`src/sv/ftpa_pkg.sv`:
```
// Shared types, constants and register indexes for the first-touch page allocator.
`timescale 1ns / 1ps
`default_nettype none
package ftpa_pkg;

    localparam int VA_W       = 64;
    localparam int VPN_W      = 58;
    localparam int OFF_W      = 30;
    localparam int SHIFT_W    = 5;
    localparam int SHARE_W    = 17;
    localparam int HOME_W     = 3;
    localparam int TAG_W      = 8;
    localparam int NUM_SHARES = 4;
    localparam int CFG_IDX_W  = 3;

    localparam int DEF_NUM_DEVICES   = 4;
    localparam int DEF_TABLE_ENTRIES = 1024;
    localparam int DEF_HOST_TAG      = 255;

    localparam logic [SHIFT_W-1:0] PAGE_SHIFT_RESET = 5'd12;
    localparam logic [SHIFT_W-1:0] SHIFT_MIN        = 5'd6;
    localparam logic [SHIFT_W-1:0] SHIFT_MAX        = 5'd30;

    localparam logic [CFG_IDX_W-1:0] REG_PAGE_SHIFT = 3'd0;
    localparam logic [CFG_IDX_W-1:0] REG_SHARE_0    = 3'd1;
    localparam logic [CFG_IDX_W-1:0] REG_SHARE_1    = 3'd2;
    localparam logic [CFG_IDX_W-1:0] REG_SHARE_2    = 3'd3;
    localparam logic [CFG_IDX_W-1:0] REG_SHARE_3    = 3'd4;

    typedef struct packed {
        logic [VA_W-1:0]    vaddr;
        logic [SHARE_W-1:0] random_fraction;
    } ftpa_in_t;

    typedef struct packed {
        logic [VA_W-1:0]  physical_address;
        logic [TAG_W-1:0] home_id;
        logic             new_page;
        logic             table_full;
    } ftpa_out_t;

    typedef struct packed {
        logic [VPN_W-1:0]   vpn;
        logic [OFF_W-1:0]   offset;
        logic [SHIFT_W-1:0] shift;
        logic [HOME_W-1:0]  home;
    } ftpa_job_t;

    typedef enum logic {
        BK_IDLE,
        BK_SCAN
    } ftpa_bk_state_t;

endpackage
`default_nettype wire

```
`src/sv/ftpa_front.sv`:
```
// Front end: configuration registers, input staging and miss home classification.
`timescale 1ns / 1ps
`default_nettype none
module ftpa_front
    import ftpa_pkg::*;
#(
    parameter int NUM_DEVICES = DEF_NUM_DEVICES
)
(
    input  wire logic                 clk,
    input  wire logic                 rst_n,
    input  wire logic                 cfg_write,
    input  wire logic [CFG_IDX_W-1:0] cfg_index,
    input  wire logic [SHARE_W-1:0]   cfg_data,
    input  wire logic                 push,
    output logic                      full,
    input  wire ftpa_in_t             item,
    output logic                      job_valid,
    output ftpa_job_t                 job,
    input  wire logic                 job_ready
);

    logic [SHIFT_W-1:0] page_shift_reg;
    logic [SHARE_W-1:0] share_reg [NUM_SHARES];
    logic               stage_valid_reg;
    ftpa_in_t           stage_reg;

    logic [SHIFT_W-1:0] eff_shift;
    logic [VA_W-1:0]    va_shifted;
    logic [VA_W-1:0]    off_mask;
    logic [HOME_W-1:0]  home_sel;
    logic               found;

    always_ff @(posedge clk or negedge rst_n)
    begin
        if (!rst_n)
        begin
            page_shift_reg <= PAGE_SHIFT_RESET;
            for (int i = 0; i < NUM_SHARES; i++)
            begin
                share_reg[i] <= '0;
            end
        end
        else if (cfg_write)
        begin
            case (cfg_index)
                REG_PAGE_SHIFT: page_shift_reg <= cfg_data[SHIFT_W-1:0];
                REG_SHARE_0:    share_reg[0]   <= cfg_data;
                REG_SHARE_1:    share_reg[1]   <= cfg_data;
                REG_SHARE_2:    share_reg[2]   <= cfg_data;
                REG_SHARE_3:    share_reg[3]   <= cfg_data;
                default:        ;
            endcase
        end
    end

    assign full      = stage_valid_reg && !job_ready;
    assign job_valid = stage_valid_reg;

    always_ff @(posedge clk or negedge rst_n)
    begin
        if (!rst_n)
        begin
            stage_valid_reg <= 1'b0;
        end
        else if (!full)
        begin
            stage_valid_reg <= push;
        end
    end

    always_ff @(posedge clk)
    begin
        if (push && !full)
        begin
            stage_reg <= item;
        end
    end

    always_comb
    begin
        if (page_shift_reg < SHIFT_MIN)
        begin
            eff_shift = SHIFT_MIN;
        end
        else if (page_shift_reg > SHIFT_MAX)
        begin
            eff_shift = SHIFT_MAX;
        end
        else
        begin
            eff_shift = page_shift_reg;
        end
        va_shifted = stage_reg.vaddr >> eff_shift;
        off_mask   = ~({VA_W{1'b1}} << eff_shift);
        home_sel   = HOME_W'(NUM_DEVICES);
        found      = 1'b0;
        for (int i = 0; i < NUM_DEVICES; i++)
        begin
            if (!found && share_reg[i] >= stage_reg.random_fraction)
            begin
                home_sel = HOME_W'(i);
                found    = 1'b1;
            end
        end
        job.vpn    = va_shifted[VPN_W-1:0];
        job.offset = OFF_W'(stage_reg.vaddr & off_mask);
        job.shift  = eff_shift;
        job.home   = home_sel;
    end

endmodule
`default_nettype wire

```
`config.mk`:
```
export PLATFORM = sky130hd
export DESIGN_NAME = ftpa_front
export DESIGN_NICKNAME = d
export VERILOG_FILES = /design/src/sv/ftpa_pkg.sv /design/src/sv/ftpa_front.sv
export SDC_FILE = /design/constraint.sdc
export NUM_CORES = 1
export LEC_CHECK = 0
export BUFFER_PORTS_ARGS = -buffer_cell sky130_fd_sc_hd__buf_2
export CAP_MARGIN = 20
export CORE_MARGIN = 2
export CORE_UTILIZATION = 60
export DETAILED_ROUTE_END_ITERATION = 7
export PLACE_DENSITY = 0.86
export SLEW_MARGIN = 15
export SYNTH_ARGS = -nofsm -noshare
export SYNTH_HDL_FRONTEND = slang
export SYNTH_SLANG_ARGS = --single-unit
```
`constraint.sdc`:
```
create_clock -name clk -period 4.73 [get_ports clk]
set_input_delay 0.946 -clock clk [delete_from_list [all_inputs] [get_ports clk]]
set_output_delay 0.946 -clock clk [all_outputs]
set_load 0.02 [all_outputs]
```
==> flow_metrics.env <==
export IMPL_outcome="finished clean"
export IMPL_area_growth_pct=18.2
export IMPL_layout_cells_non_filler=1395
export IMPL_grt_overflow=0
export IMPL_htreeDepth=4
export IMPL_netSwitchingPower_uw=2840
export IMPL_yosysSeqAreaShare_pct=41.1
export IMPL_largest_reg_flops=81
export IMPL_reg2regPathDepth=3
export IMPL_grt_max_degree=82
export IMPL_hpwl_mm=26.2
export IMPL_synth_top_area_cell="edfxtp_1"
export IMPL_path_class="reg -> out"
export IMPL_rr_startpoint="job_valid"
export IMPL_setup_tns_ns=0
export IMPL_critPathArrivalTime_ns=3.63
export IMPL_post_drt_via_cell_ratio=6.83
export IMPL_peakVddDrop_v=0.000328
export IMPL_maxSlewViolCount=0
export IMPL_clock_latency_ns=0.43
export IMPL_crit_fanout=24
export IMPL_post_cts_buffers=0
export IMPL_worst_setup_path_end_kind="output pin"
export IMPL_critPathRequiredTime_ns=3.78
export IMPL_yosysTopAreaCellShare_pct=23.3
export IMPL_power_density_nw_per_um2=517
export IMPL_route_detailed_wl_per_inst_um=26.1
export IMPL_power_uw=6370
export IMPL_yosys_warnings=0
export IMPL_grt_pass1_wl_mm=54.3
export IMPL_grt_usage_pct=39.4
export IMPL_seqPwrFrac_pct=27.8
export IMPL_synth_area_leaders="edfxtp_1 23%, dfrtp_1 17%, mux2_2 9.9%, ha_1 8.2%, mux4_2 4.3%"
export IMPL_die_area_um2=18500
export IMPL_syn_area_um2=10400
export IMPL_timing_rr_end="stage_reg[51]"
export IMPL_die_y_um=136
export IMPL_ys_seq_elements=155
export IMPL_syn_area_per_cell_um2=10.7
export IMPL_p_clk_share_pct=22.0
export IMPL_drive_gt1_share_pct=34.4
export IMPL_synthTopCellsByCount="92 x mux2_2, 83 x a21oi_1, 81 x edfxtp_1"
export IMPL_route_detailed_drc=0
export IMPL_switching_share_pct=44.6
export IMPL_fin_util_pct=72.0
export IMPL_cell_internal_pwr_uw=3530
export IMPL_dp_cells=1362
export IMPL_start_kind="register"
export IMPL_drtPass1Iterations=7
export IMPL_grt_setup_unrepaired="no"
export IMPL_synth_nets=1148
export IMPL_place_ws_ns=0.643
export IMPL_numCtsBuffers=17
export IMPL_grt_pass1_vias=9270
export IMPL_hold_buffers=0
export IMPL_cts_buffer_depth=2
export IMPL_numPortBuffers=203
export IMPL_initial_utilization_pct=60.9
export IMPL_synth_main_ff_cell="edfxtp_1"
export IMPL_worst_pin_slew_ns=1.07
export IMPL_core_area_um2=17100
export IMPL_first_iter_violations=1227
export IMPL_regToRegSetupSlack_ns=2.95
export IMPL_fp_row_count=48
export IMPL_drv_cap=0
export IMPL_hp_class="in -> async"
export IMPL_antenna_found_initial=0
export IMPL_cts_resized=0
export IMPL_setup_viol=0
export IMPL_routed_wl_mm=36.4
export IMPL_diodes=0
export IMPL_ys_types=61
export IMPL_slew_headroom_pct=28.4
export IMPL_fin_nets=1331
export IMPL_cts_sinks=155
export IMPL_cts_clk_slew_worst_paths_ns=0.07
export IMPL_drtAntennaViolNets=0
export IMPL_synth_most_common_cell="mux2_2"
export IMPL_root_buffer="clkbuf_16"
export IMPL_die_x_um=136
export IMPL_layout_min_cycle_time_ns=4.57
export IMPL_p_leak_uw=0.00554
export IMPL_max_freq_mhz=219
export IMPL_pwr_share_comb_pct=50.2
export IMPL_vias=9521
export IMPL_cts_tree="built"
export IMPL_finClkSkew_ns=0.00981
export IMPL_fin_ws_ns=0.157
export IMPL_syn_inst=974
export IMPL_ios=204
export IMPL_async_reset_ff_share_pct=47.7
export IMPL_gp_congestion=1.06
export IMPL_synth_edff_count=81
export IMPL_finalCritPeriodShare_pct=96.7
export IMPL_finalHoldViolCount=0
power groups by stage:
stage | sequential (uW) | clock [uW] | combinational, uW
finish | 1770 | 1400 | 3200
global route | 1790 | 1440 | 3370
detailed placement | 1790 | 0 | 3080
CTS | 1760 | 1400 | 3110
global placement | 1770 | 0 | 3050
floorplan | 1720 | 0 | 2120
metal layers:
metal  track usage, %  share of wire [%]  wire length, um  vias to the layer above
met5                0                  0                0                        -
met4             18.3                4.9             1800                        0
met3             7.68                 10             3760                      134
met2             64.8                 48            17400                      728
met1             50.5                 37            13500                     4537
li1                 -                  -                -                     4122
cell families (layout without fill, tap and decap cells):
| group | Yosys count | count (layout) | share of synthesized area, % |
|---|---|---|---|
| compound gates | 293 | 293 | 19.1 |
| fa+ha+maj | 68 | 68 | 8.16 |
| buf+inv | 103 | 299 | 4.18 |
| flops | 155 | 155 | 41.1 |
| mux | 157 | 157 | 18.6 |
| simple gates | 198 | 198 | 8.81 |
worst max-delay path by stage:
stage                       from           end  slack, ns
6_report       page_shift_reg[3]       job[71]       0.16
5_1_grt        page_shift_reg[3]       job[51]       0.08
4_1_cts        page_shift_reg[3]       job[46]       0.18
3_5_place_dp   page_shift_reg[3]       job[46]       0.64
3_3_place_gp   page_shift_reg[3]       job[51]       0.68
2_1_floorplan          job_ready  stage_reg[0]       1.31
placed cells by master, fill, tap and decap left out, types with 11 or more instances in the layout:
| cell | count |
|---|---|
| a21o_1 | 24 |
| nand2_1 | 70 |
| a222oi_1 | 21 |
| a211oi_1 | 11 |
| inv_1 | 27 |
| and2_1 | 11 |
| ha_1 | 68 |
| mux2_2 | 92 |
| clkbuf_16 | 17 |
| a22oi_1 | 12 |
| nor2_1 | 56 |
| dfrtp_1 | 71 |
| edfxtp_1 | 81 |
| mux2i_1 | 44 |
| o22a_1 | 11 |
| a21oi_1 | 83 |
| buf_4 | 34 |
| mux4_2 | 20 |
| o22ai_1 | 12 |
| buf_2 | 203 |
| o21ai_1 | 17 |
| o21ai_0 | 36 |
area by class of cell:
type                            count  area, um^2
Multi-Input combinational cell    716        5740
Fill cell                        1221        4790
Sequential cell                   155        4290
Inverter                           29         110
Timing Repair Buffer              238        1290
Clock buffer                       17         425
Clock inverter                     15         193
Tap cell                          225         282
stage by stage:
step / hold slack [ns] / instance area (um^2)
5_1_grt: 0.530 / 12300
3_3_place_gp: 0.489 / 11700
6_report: 0.496 / 12300
2_1_floorplan: 0.479 / 10400
3_5_place_dp: 0.503 / 11700
4_1_cts: 0.501 / 12300
worst max-delay path: stages, from the launching register on:
cell and delay (ns):
dfstp_2 0.74, a211oi_1 0.11, or3_2 0.75, a222oi_1 0.57, o22ai_1 0.32, a21o_1 0.26, mux2_2 0.27, buf_2 0.16
Note: power is estimated with default switching activity, not from simulation.
