File: config.mk
export PLATFORM = sky130hd
export DESIGN_NAME = ftpa_queue
export DESIGN_NICKNAME = d
export VERILOG_FILES = /design/src/sv/ftpa_pkg.sv /design/src/sv/ftpa_queue.sv
export SDC_FILE = /design/constraint.sdc
export NUM_CORES = 1
export LEC_CHECK = 0
export BUFFER_PORTS_ARGS = -buffer_cell sky130_fd_sc_hd__buf_2
export CORE_MARGIN = 2
export CORE_UTILIZATION = 45
export DETAILED_ROUTE_END_ITERATION = 7
export PLACE_DENSITY = 0.8
export SLEW_MARGIN = 25
export SYNTH_ARGS = -nofsm -noshare
export SYNTH_HDL_FRONTEND = slang
export SYNTH_SLANG_ARGS = --single-unit
File: constraint.sdc
create_clock -name clk -period 15.18 [get_ports clk]
set_clock_uncertainty 0.15 [all_clocks]
set_input_delay 1.518 -clock clk [delete_from_list [all_inputs] [get_ports clk]]
set_output_delay 1.518 -clock clk [all_outputs]
set_load 0.01 [all_outputs]
File: src/sv/ftpa_pkg.sv
// Shared types, constants and register indexes for the first-touch page allocator.
`timescale 1ns / 1ps
`default_nettype none
package ftpa_pkg;

    localparam int VA_W       = 64;
    localparam int VPN_W      = 58;
    localparam int OFF_W      = 30;
    localparam int SHIFT_W    = 5;
    localparam int SHARE_W    = 17;
    localparam int HOME_W     = 3;
    localparam int TAG_W      = 8;
    localparam int NUM_SHARES = 4;
    localparam int CFG_IDX_W  = 3;

    localparam int DEF_NUM_DEVICES   = 4;
    localparam int DEF_TABLE_ENTRIES = 1024;
    localparam int DEF_HOST_TAG      = 255;

    localparam logic [SHIFT_W-1:0] PAGE_SHIFT_RESET = 5'd12;
    localparam logic [SHIFT_W-1:0] SHIFT_MIN        = 5'd6;
    localparam logic [SHIFT_W-1:0] SHIFT_MAX        = 5'd30;

    localparam logic [CFG_IDX_W-1:0] REG_PAGE_SHIFT = 3'd0;
    localparam logic [CFG_IDX_W-1:0] REG_SHARE_0    = 3'd1;
    localparam logic [CFG_IDX_W-1:0] REG_SHARE_1    = 3'd2;
    localparam logic [CFG_IDX_W-1:0] REG_SHARE_2    = 3'd3;
    localparam logic [CFG_IDX_W-1:0] REG_SHARE_3    = 3'd4;

    typedef struct packed {
        logic [VA_W-1:0]    vaddr;
        logic [SHARE_W-1:0] random_fraction;
    } ftpa_in_t;

    typedef struct packed {
        logic [VA_W-1:0]  physical_address;
        logic [TAG_W-1:0] home_id;
        logic             new_page;
        logic             table_full;
    } ftpa_out_t;

    typedef struct packed {
        logic [VPN_W-1:0]   vpn;
        logic [OFF_W-1:0]   offset;
        logic [SHIFT_W-1:0] shift;
        logic [HOME_W-1:0]  home;
    } ftpa_job_t;

    typedef enum logic {
        BK_IDLE,
        BK_SCAN
    } ftpa_bk_state_t;

endpackage
`default_nettype wire

File: src/sv/ftpa_queue.sv
// Two-deep job queue between the front end and the table engine.
`timescale 1ns / 1ps
`default_nettype none
module ftpa_queue
    import ftpa_pkg::*;
(
    input  wire logic      clk,
    input  wire logic      rst_n,
    input  wire logic      wr_valid,
    output logic           wr_ready,
    input  wire ftpa_job_t wr_data,
    output logic           rd_valid,
    input  wire logic      rd_take,
    output ftpa_job_t      rd_data
);

    ftpa_job_t  slot_reg [2];
    logic       wptr_reg;
    logic       rptr_reg;
    logic [1:0] count_reg;
    logic       do_wr;
    logic       do_rd;

    assign wr_ready = (count_reg != 2'd2);
    assign rd_valid = (count_reg != 2'd0);
    assign rd_data  = slot_reg[rptr_reg];
    assign do_wr    = wr_valid && wr_ready;
    assign do_rd    = rd_take && rd_valid;

    always_ff @(posedge clk or negedge rst_n)
    begin
        if (!rst_n)
        begin
            wptr_reg  <= 1'b0;
            rptr_reg  <= 1'b0;
            count_reg <= 2'd0;
        end
        else
        begin
            if (do_wr)
            begin
                wptr_reg <= !wptr_reg;
            end
            if (do_rd)
            begin
                rptr_reg <= !rptr_reg;
            end
            count_reg <= count_reg + {1'b0, do_wr} - {1'b0, do_rd};
        end
    end

    always_ff @(posedge clk)
    begin
        if (do_wr)
        begin
            slot_reg[wptr_reg] <= wr_data;
        end
    end

endmodule
`default_nettype wire

==> metrics, run 1 <==
Fillers=1216; post-place instance area=8480 µm²; EDFF count, synth=192; Comb pwr share=29.5%; synthesized cell area=7270 µm²; leak pwr=3.44 nW; most numerous cell in the Yosys netlist=edfxtp_1; peak supply drop=0.000141 V; CTS tree=yes; Synth area leaders=edfxtp_1 79%, mux2_2 10%, mux2_4 6.2%; sequential-to-total area share from yosys stat=80.7%; largest net degree at the start of global routing=75; Detailed Place HPWL=8590 µm; pre-CTS WS=11.24 ns; Syn. warnings=0; post-CTS sizing=0; vias in the first global route=3809; FMAX=249 MHz; Pre-antenna DRT Iters=4; type of origin of the critical path=flop; Synth cell types=19; final cell count without fillers=757; final hold slack=0.435 ns; power density over the cells=191 nW/µm²; Buf/Inv on CP=2; synth-to-layout area growth=24.4%; Post-Route WL=13100 µm; Die H=131 µm; placed insts=726; Die Footprint=17200 µm²; # rows=46; status=finished clean; max-slew violation count=0; switching part of the total power=28.8%; initial DRC count=182; asr flop ratio synth=2.04%; port buffer count=197; Worst-Skew Late Latency=0.41 ns; Worst Setup Slack, final=11.17 ns; Via density=4.82; prevailing post-synth register cell=edfxtp_1; Worst setup EP type=primary output; clock power share=24.9%; Fin. Hold Viols=0; WP data arrival=2.34 ns; Routability Congestion=0.711; # IOs=198; # DRC=0; Synth area leader=edfxtp_1; H-tree depth=4; Crit Path Class=flop to primary output; GR Util All Layers=15.1%; clk buf depth=2; # nets final=630; top fanout value on the critical path=74; total power=1.73 mW; ant diodes=0; WP data required=13.51 ns; Fin Setup TNS=0 ns; layout cells sized above 1=60.6%; CTS sink count=196; cts hold-fix bufs=0; average wire per standard cell=17.3 µm; post-CTS setup buffer count=0; slowest stage delay, CP=0.67 ns; initial antenna violation count=0; Core Box Area=15800 µm²; Worst Max-Slew Pin Slew=0.944 ns; clock transition at the registers of the reported paths=0.06 ns; first-pass GRT wire length=19100 µm; max reg flops=192; Mapped Cells=321; RSZ-0062 raised after global routing=false; Synth top cells by count=192 x edfxtp_1, 66 x mux2_2, 30 x mux2_4; syn_nets=422; DR vias=3651; min Tclk post-route=4.01 ns; CTS Root Cell=clkbuf_16; Final Util=57.1%; crit-path leading delay family=buffers and inverters; post-route cell area=9040 µm²; Initial Util=45.9%; Synth Register Bits=196; final worst-path cycle share=26.4%; Switch Pwr=0.497 mW; slowest CP cell=buf_6; clock buffers created by TritonCTS=17; Rel. slew slack=37.1%; Setup-failing EPs final=0; Synth top area share=79.3%; Max-Cap Viols=0; die width=131 µm; Hold Path Class=flop to flop; Internal=1.23 mW; Flop pwr share=45.5%; Critical Path, Cell by Cell=buf_6, mux2_2, buf_2; grt ovf=0; Avg Inst Size Synth=22.6 µm²; Detail Route Antenna Nets=0
[worst paths after layout]
path                                    from  slack, ns              end  cells past startpoint
worst max-delay path                rptr_reg      11.17       rd_data[5]                      3
worst min-delay path                wptr_reg       0.44         wptr_reg                      1
worst max register to register  count_reg[0]      12.33  slot_reg[0][14]                      4
worst min register to register      wptr_reg       0.44         wptr_reg                      1
max in group asynchronous              rst_n      13.98         rptr_reg                      1
min in group asynchronous              rst_n       0.75     count_reg[0]                      1
[final cells by class]
cell class	count	area [µm²]	area share (%)
well taps	216	270	2.99
clock buffers	19	433	4.79
repair buffers	200	1010	11.2
clock inverters	12	131	1.45
flip-flops and latches	196	5870	64.9
multi-input cells	114	1330	14.7
[power groups by stage]
stage	sequential [mW]	clock [mW]	combinational (mW)
final	0.786	0.431	0.509
after global routing	0.797	0.462	0.554
after CTS	0.788	0.441	0.520
after detailed placement	0.799	0	0.518
after global placement	0.788	0	0.508
after floorplan	0.786	0	0.359
[per-layer routing]
metal | vias up | wire [µm] | part of all wire, % | track usage, %
met3 | 15 | 839 | 6.4 | 4.95
met4 | 0 | 205 | 1.6 | 5.88
met1 | 1801 | 5290 | 40 | 16.6
met5 | - | 0 | 0 | 0
li1 | 1691 | - | - | -
met2 | 144 | 6790 | 52 | 26.9
[worst reg2reg max path, delay by kind of cell, from the launching register on]
family                 cells  cell delay (ns)
AND/OR/NAND/NOR            3             0.94
buffers and inverters      1             0.82
flip-flops                 1             0.45
[cell usage in the layout (no fill, tap or decap), types with 3 or more instances in the layout]
master | Yosys | routed
buf_2 | 6 | 197
xnor2_1 | 3 | 3
clkbuf_16 | 0 | 17
clkinvlp_4 | 0 | 4
mux2_4 | 30 | 30
edfxtp_1 | 192 | 192
dfrtp_1 | 4 | 3
mux2_2 | 66 | 66
[cell families after synthesis]
group | synth area share (%)
compound gates | 0.327
flops | 80.7
buf+inv | 1.19
simple gates | 0.809
fa+ha+maj | 0.172
mux | 16.4
xor+xnor | 0.362
Power figures use the tool's default switching activity.
==> inputs of run 2 (changes only) <==
- PLACE_DENSITY: 0.8 -> 0.83
- clock period: 15.18 -> 3.3 ns (I/O delays scaled with it)
==> metrics, run 2 (synthesized netlist as in run 1, its figures left out) <==
CTS sink count=196; # IOs=198; CTS Root Cell=clkbuf_16; Initial Util=45.9%; commonest non-fill, non-tap cells in the layout=197 x buf_2, 192 x edfxtp_1, 97 x dlygate4sd3_1, 66 x mux2_2, 30 x mux2_4; status=finished clean; # rows=46; Worst Max-Slew Pin Slew=0.775 ns; first-pass GRT wire length=20500 µm; max reg flops=192; commonest non-fill, non-tap cell in the layout=buf_2; met1 WL=5470 µm; # nets final=728; WP data required=2.82 ns; DR vias=4038; synth-to-layout area growth=39.4%; largest net degree at the start of global routing=97; RSZ-0062 raised after global routing=false; Crit. Startpoint=rptr_reg; # DRC=0; max-slew violation count=0; Fin. Hold Viols=0; H-tree depth=4; CTS tree=yes; Core Box Area=15800 µm²; Routability Congestion=0.687; Setup-failing EPs final=0; leak pwr=3.90 nW; GR Util All Layers=16.1%; total power=8.32 mW; port buffer count=197; average wire per standard cell=16.5 µm; post-CTS setup buffer count=0; layout cells sized above 1=52.0%; peak supply drop=0.000490 V; initial DRC count=215; Worst setup EP type=primary output; Max-Cap Viols=0; min Tclk post-route=2.50 ns; type of origin of the critical path=flop; vias in the first global route=4265; Reg2Reg Launch Point=count_reg[0]; HP Start=rd_take; top fanout value on the critical path=49; Post-Route WL=14100 µm; Detail Route Antenna Nets=0; clock transition at the registers of the reported paths=0.07 ns; Hold Path Class=primary input to flop; Worst-Skew Late Latency=0.41 ns; clock buffers created by TritonCTS=17; Fin Setup TNS=0 ns; power density over the cells=822 nW/µm²; final worst-path cycle share=75.8%; FMAX=400 MHz; ant diodes=0; clk buf depth=2; Crit Path Class=flop to primary output; die width=131 µm; Die H=131 µm; WL met2=7580 µm; grt ovf=0; Top Layer Used=met4; metal3 WL=867 µm; WP data arrival=2.02 ns; Detailed Place HPWL=8430 µm; initial antenna violation count=0; Die Footprint=17200 µm²; Via density=4.72; Pre-antenna DRT Iters=6; Rel. slew slack=48.3%
[run 2: cell count changes in the layout (fill, tap and decap cells not counted), sizes merged]
cell         change
dlygate4sd3     +97
bufinv           +3
clkbuf           -2
buf              +1
clkinv           +1
clkinvlp         -1
[run 2: final cells by class]
type                       count  area (µm²)
clock buffer                  17         425
clock inverter                15         228
fill                        1075        5700
multi-input combinational    114        1330
sequential                   196        5870
tap                          216         270
timing repair buffer         298        2010
[run 2: report_power, final]
part	switching, mW	internal (mW)	leakage (nW)	total [mW]
logic	1.30	1.23	1.76	2.53
clock network	0.888	1.35	0.309	2.24
registers	0.147	3.41	1.83	3.55
total	2.34	5.99	3.90	8.32
[run 2: stage by stage]
step | hold slack (ns) | worst slack [ns] | instance area, µm² | utilization (%) | std cells
global placement | -0.00920 | 1.26 | 8510 | 53.8 | 727
CTS | 0.0334 | 0.780 | 10100 | 64.0 | 856
global route | 0.0655 | 0.713 | 10100 | 64.0 | 856
detailed placement | -0.00667 | 1.16 | 8510 | 53.8 | 727
finish | 0.0597 | 0.799 | 10100 | 64.0 | 856
floorplan | -0.116 | 0.586 | 7280 | - | 321
[run 2: repair_timing]
item | 4_1_cts | 5_1_grt
gates resized for setup | 0 | 0
endpoints found under the hold margin | 196 | 0
hold buffers | 97 | 0
[run 2: worst max-delay path, cell delays in order, from the launching register on]
cell     delay [ns]
dfrtp_4        0.40
buf_4          0.60
mux2_2         0.42
buf_2          0.14
[run 2: worst paths after layout]
path | to | slack [ns] | cells past startpoint
min in group asynchronous | count_reg[0] | 0.11 | 2
min | rptr_reg | 0.06 | 3
max reg2reg | slot_reg[1][9] | 1.18 | 3
max in group asynchronous | rptr_reg | 2.75 | 2
max | rd_data[0] | 0.80 | 3
min reg2reg | wptr_reg | 0.40 | 1
[run 2: routing by layer]
layer | up-vias | global-route usage, %
met4 | 0 | 5.57
met5 | - | 0
met3 | 18 | 5.56
met2 | 148 | 29.6
met1 | 1979 | 17.3
li1 | 1893 | -
==> inputs of run 3 (changes only) <==
- clock period: 3.3 -> 2.3 ns (I/O delays scaled with it)
==> metrics, run 3 (synthesized netlist as in run 1, its figures left out) <==
commonest non-fill, non-tap cells in the layout=197 x buf_2, 192 x edfxtp_1, 100 x dlygate4sd3_1, 66 x mux2_2, 30 x mux2_4; Hold Path Class=primary input to flop; post-CTS sizing=0; Worst Setup Slack, final=0.115 ns; pre-CTS WS=0.492 ns; grt ovf=0; average wire per standard cell=17.5 µm; Fin. Hold Viols=0; Core Box Area=15800 µm²; CTS sink count=196; clock power share=24.1%; power density over the cells=1150 nW/µm²; max reg flops=192; GR Util All Layers=17.4%; clock transition at the registers of the reported paths=0.07 ns; WP data required=1.92 ns; HP Start=wr_data[83]; commonest non-fill, non-tap cell in the layout=buf_2; ant diodes=0; Worst-Skew Late Latency=0.41 ns; Comb pwr share=32.0%; Worst Max-Slew Pin Slew=0.523 ns; RSZ-0062 raised after global routing=false; Detail Route Antenna Nets=0; WP data arrival=1.80 ns; top fanout value on the critical path=30; Worst R2R End=slot_reg[1][31]; Initial Util=45.9%; status=finished clean; type of origin of the critical path=flop; peak supply drop=0.000659 V; initial DRC count=231; reg-to-reg setup timing slack=0.47 ns; clk buf depth=2; Post-Route WL=15100 µm; slowest stage delay, CP=0.43 ns; # rows=46; Final Util=63.9%; Switch Pwr=3.38 mW; Worst setup EP type=primary output; layout cells sized above 1=52.1%; Buf/Inv on CP=2; min Tclk post-route=2.18 ns; max-slew violation count=0; Pre-antenna DRT Iters=4; worst-case hold path end point=slot_reg[1][83]; reg2reg path depth=3; CTS tree=yes; Routability Congestion=0.682; # nets final=734; vias in the first global route=4540; slowest CP cell=dfrtp_4; Via density=4.79; Crit Path Class=flop to primary output; H-tree depth=4; die width=131 µm; Rel. slew slack=65.1%; Internal=8.30 mW; clock buffers created by TritonCTS=17; DR vias=4126; leak pwr=3.91 nW; Reg2Reg Launch Point=count_reg[0]; final hold slack=0.383 ns; # IOs=198; first-pass GRT wire length=22400 µm; Flop pwr share=43.9%; # DRC=0; Fin Setup TNS=0 ns; switching part of the total power=28.9%; Hold Crit Depth=2; Max-Cap Viols=0; Detailed Place HPWL=8740 µm; Crit. Startpoint=rptr_reg; CTS Root Cell=clkbuf_16; Setup-failing EPs final=0; port buffer count=197; FMAX=458 MHz; largest net degree at the start of global routing=64; Critical Path, Cell by Cell=buf_4, mux2_2, buf_2; Die H=131 µm; final worst-path cycle share=95.0%; synth-to-layout area growth=39.3%; Die Footprint=17200 µm²; initial antenna violation count=0; crit-path leading delay family=buffers and inverters
-- run 3: worst max path at each step --
| stage | endpoint | slack, ns | cells past startpoint |
|---|---|---|---|
| floorplan | slot_reg[0][0] | -0.32 | 3 |
| CTS | rd_data[49] | 0.09 | 3 |
| finish | rd_data[49] | 0.12 | 3 |
| global placement | rd_data[38] | 0.56 | 3 |
| detailed placement | slot_reg[1][80] | 0.49 | 3 |
| global route | rd_data[4] | 0.04 | 3 |
-- run 3: timing repair --
action,4_1_cts,5_1_grt
endpoints found under the hold margin,198,0
hold buffers,100,0
setup buffers,0,0
-- run 3: worst register-to-register path, stage by stage, from the launching register on --
cell,delay [ns]
dfrtp_1,0.45
nand2b_4,0.19
and3_4,0.21
buf_4,0.45
-- run 3: power groups by stage --
stage / Clock, mW / Combinational (mW) / Sequential (mW)
after floorplan: 0 / 2.39 / 5.12
after global placement: 0 / 3.53 / 5.13
after detailed placement: 0 / 3.60 / 5.19
after CTS: 2.88 / 3.75 / 5.11
after global routing: 3.00 / 4.03 / 5.19
final: 2.81 / 3.74 / 5.12
-- run 3: metal layers --
| layer | share of wire (%) | up-vias | GRT usage [%] | wire length [µm] |
|---|---|---|---|---|
| met3 | 6.1 | 23 | 4.71 | 923 |
| met4 | 1.7 | 0 | 6.70 | 260 |
| met5 | 0 | - | 0 | 0 |
| met1 | 39 | 2042 | 18.8 | 5900 |
| li1 | - | 1898 | - | - |
| met2 | 53 | 163 | 32.6 | 8010 |
-- run 3: per-stage QoR --
step                      cells  power [mW]  cell area [µm²]
final                       861        11.7            10100
after global routing        861        12.2            10100
after CTS                   861        11.7            10100
after detailed placement    730        8.79             8560
after global placement      730        8.66             8560
after floorplan             321        7.52             7290
-- run 3: final cells by class --
class / instances / area, µm²
fill: 1075 / 5710
multi-input combinational: 114 / 1340
sequential: 196 / 5870
timing repair buffer: 304 / 2080
tap: 216 / 270
clock buffer: 17 / 425
clock inverter: 14 / 135
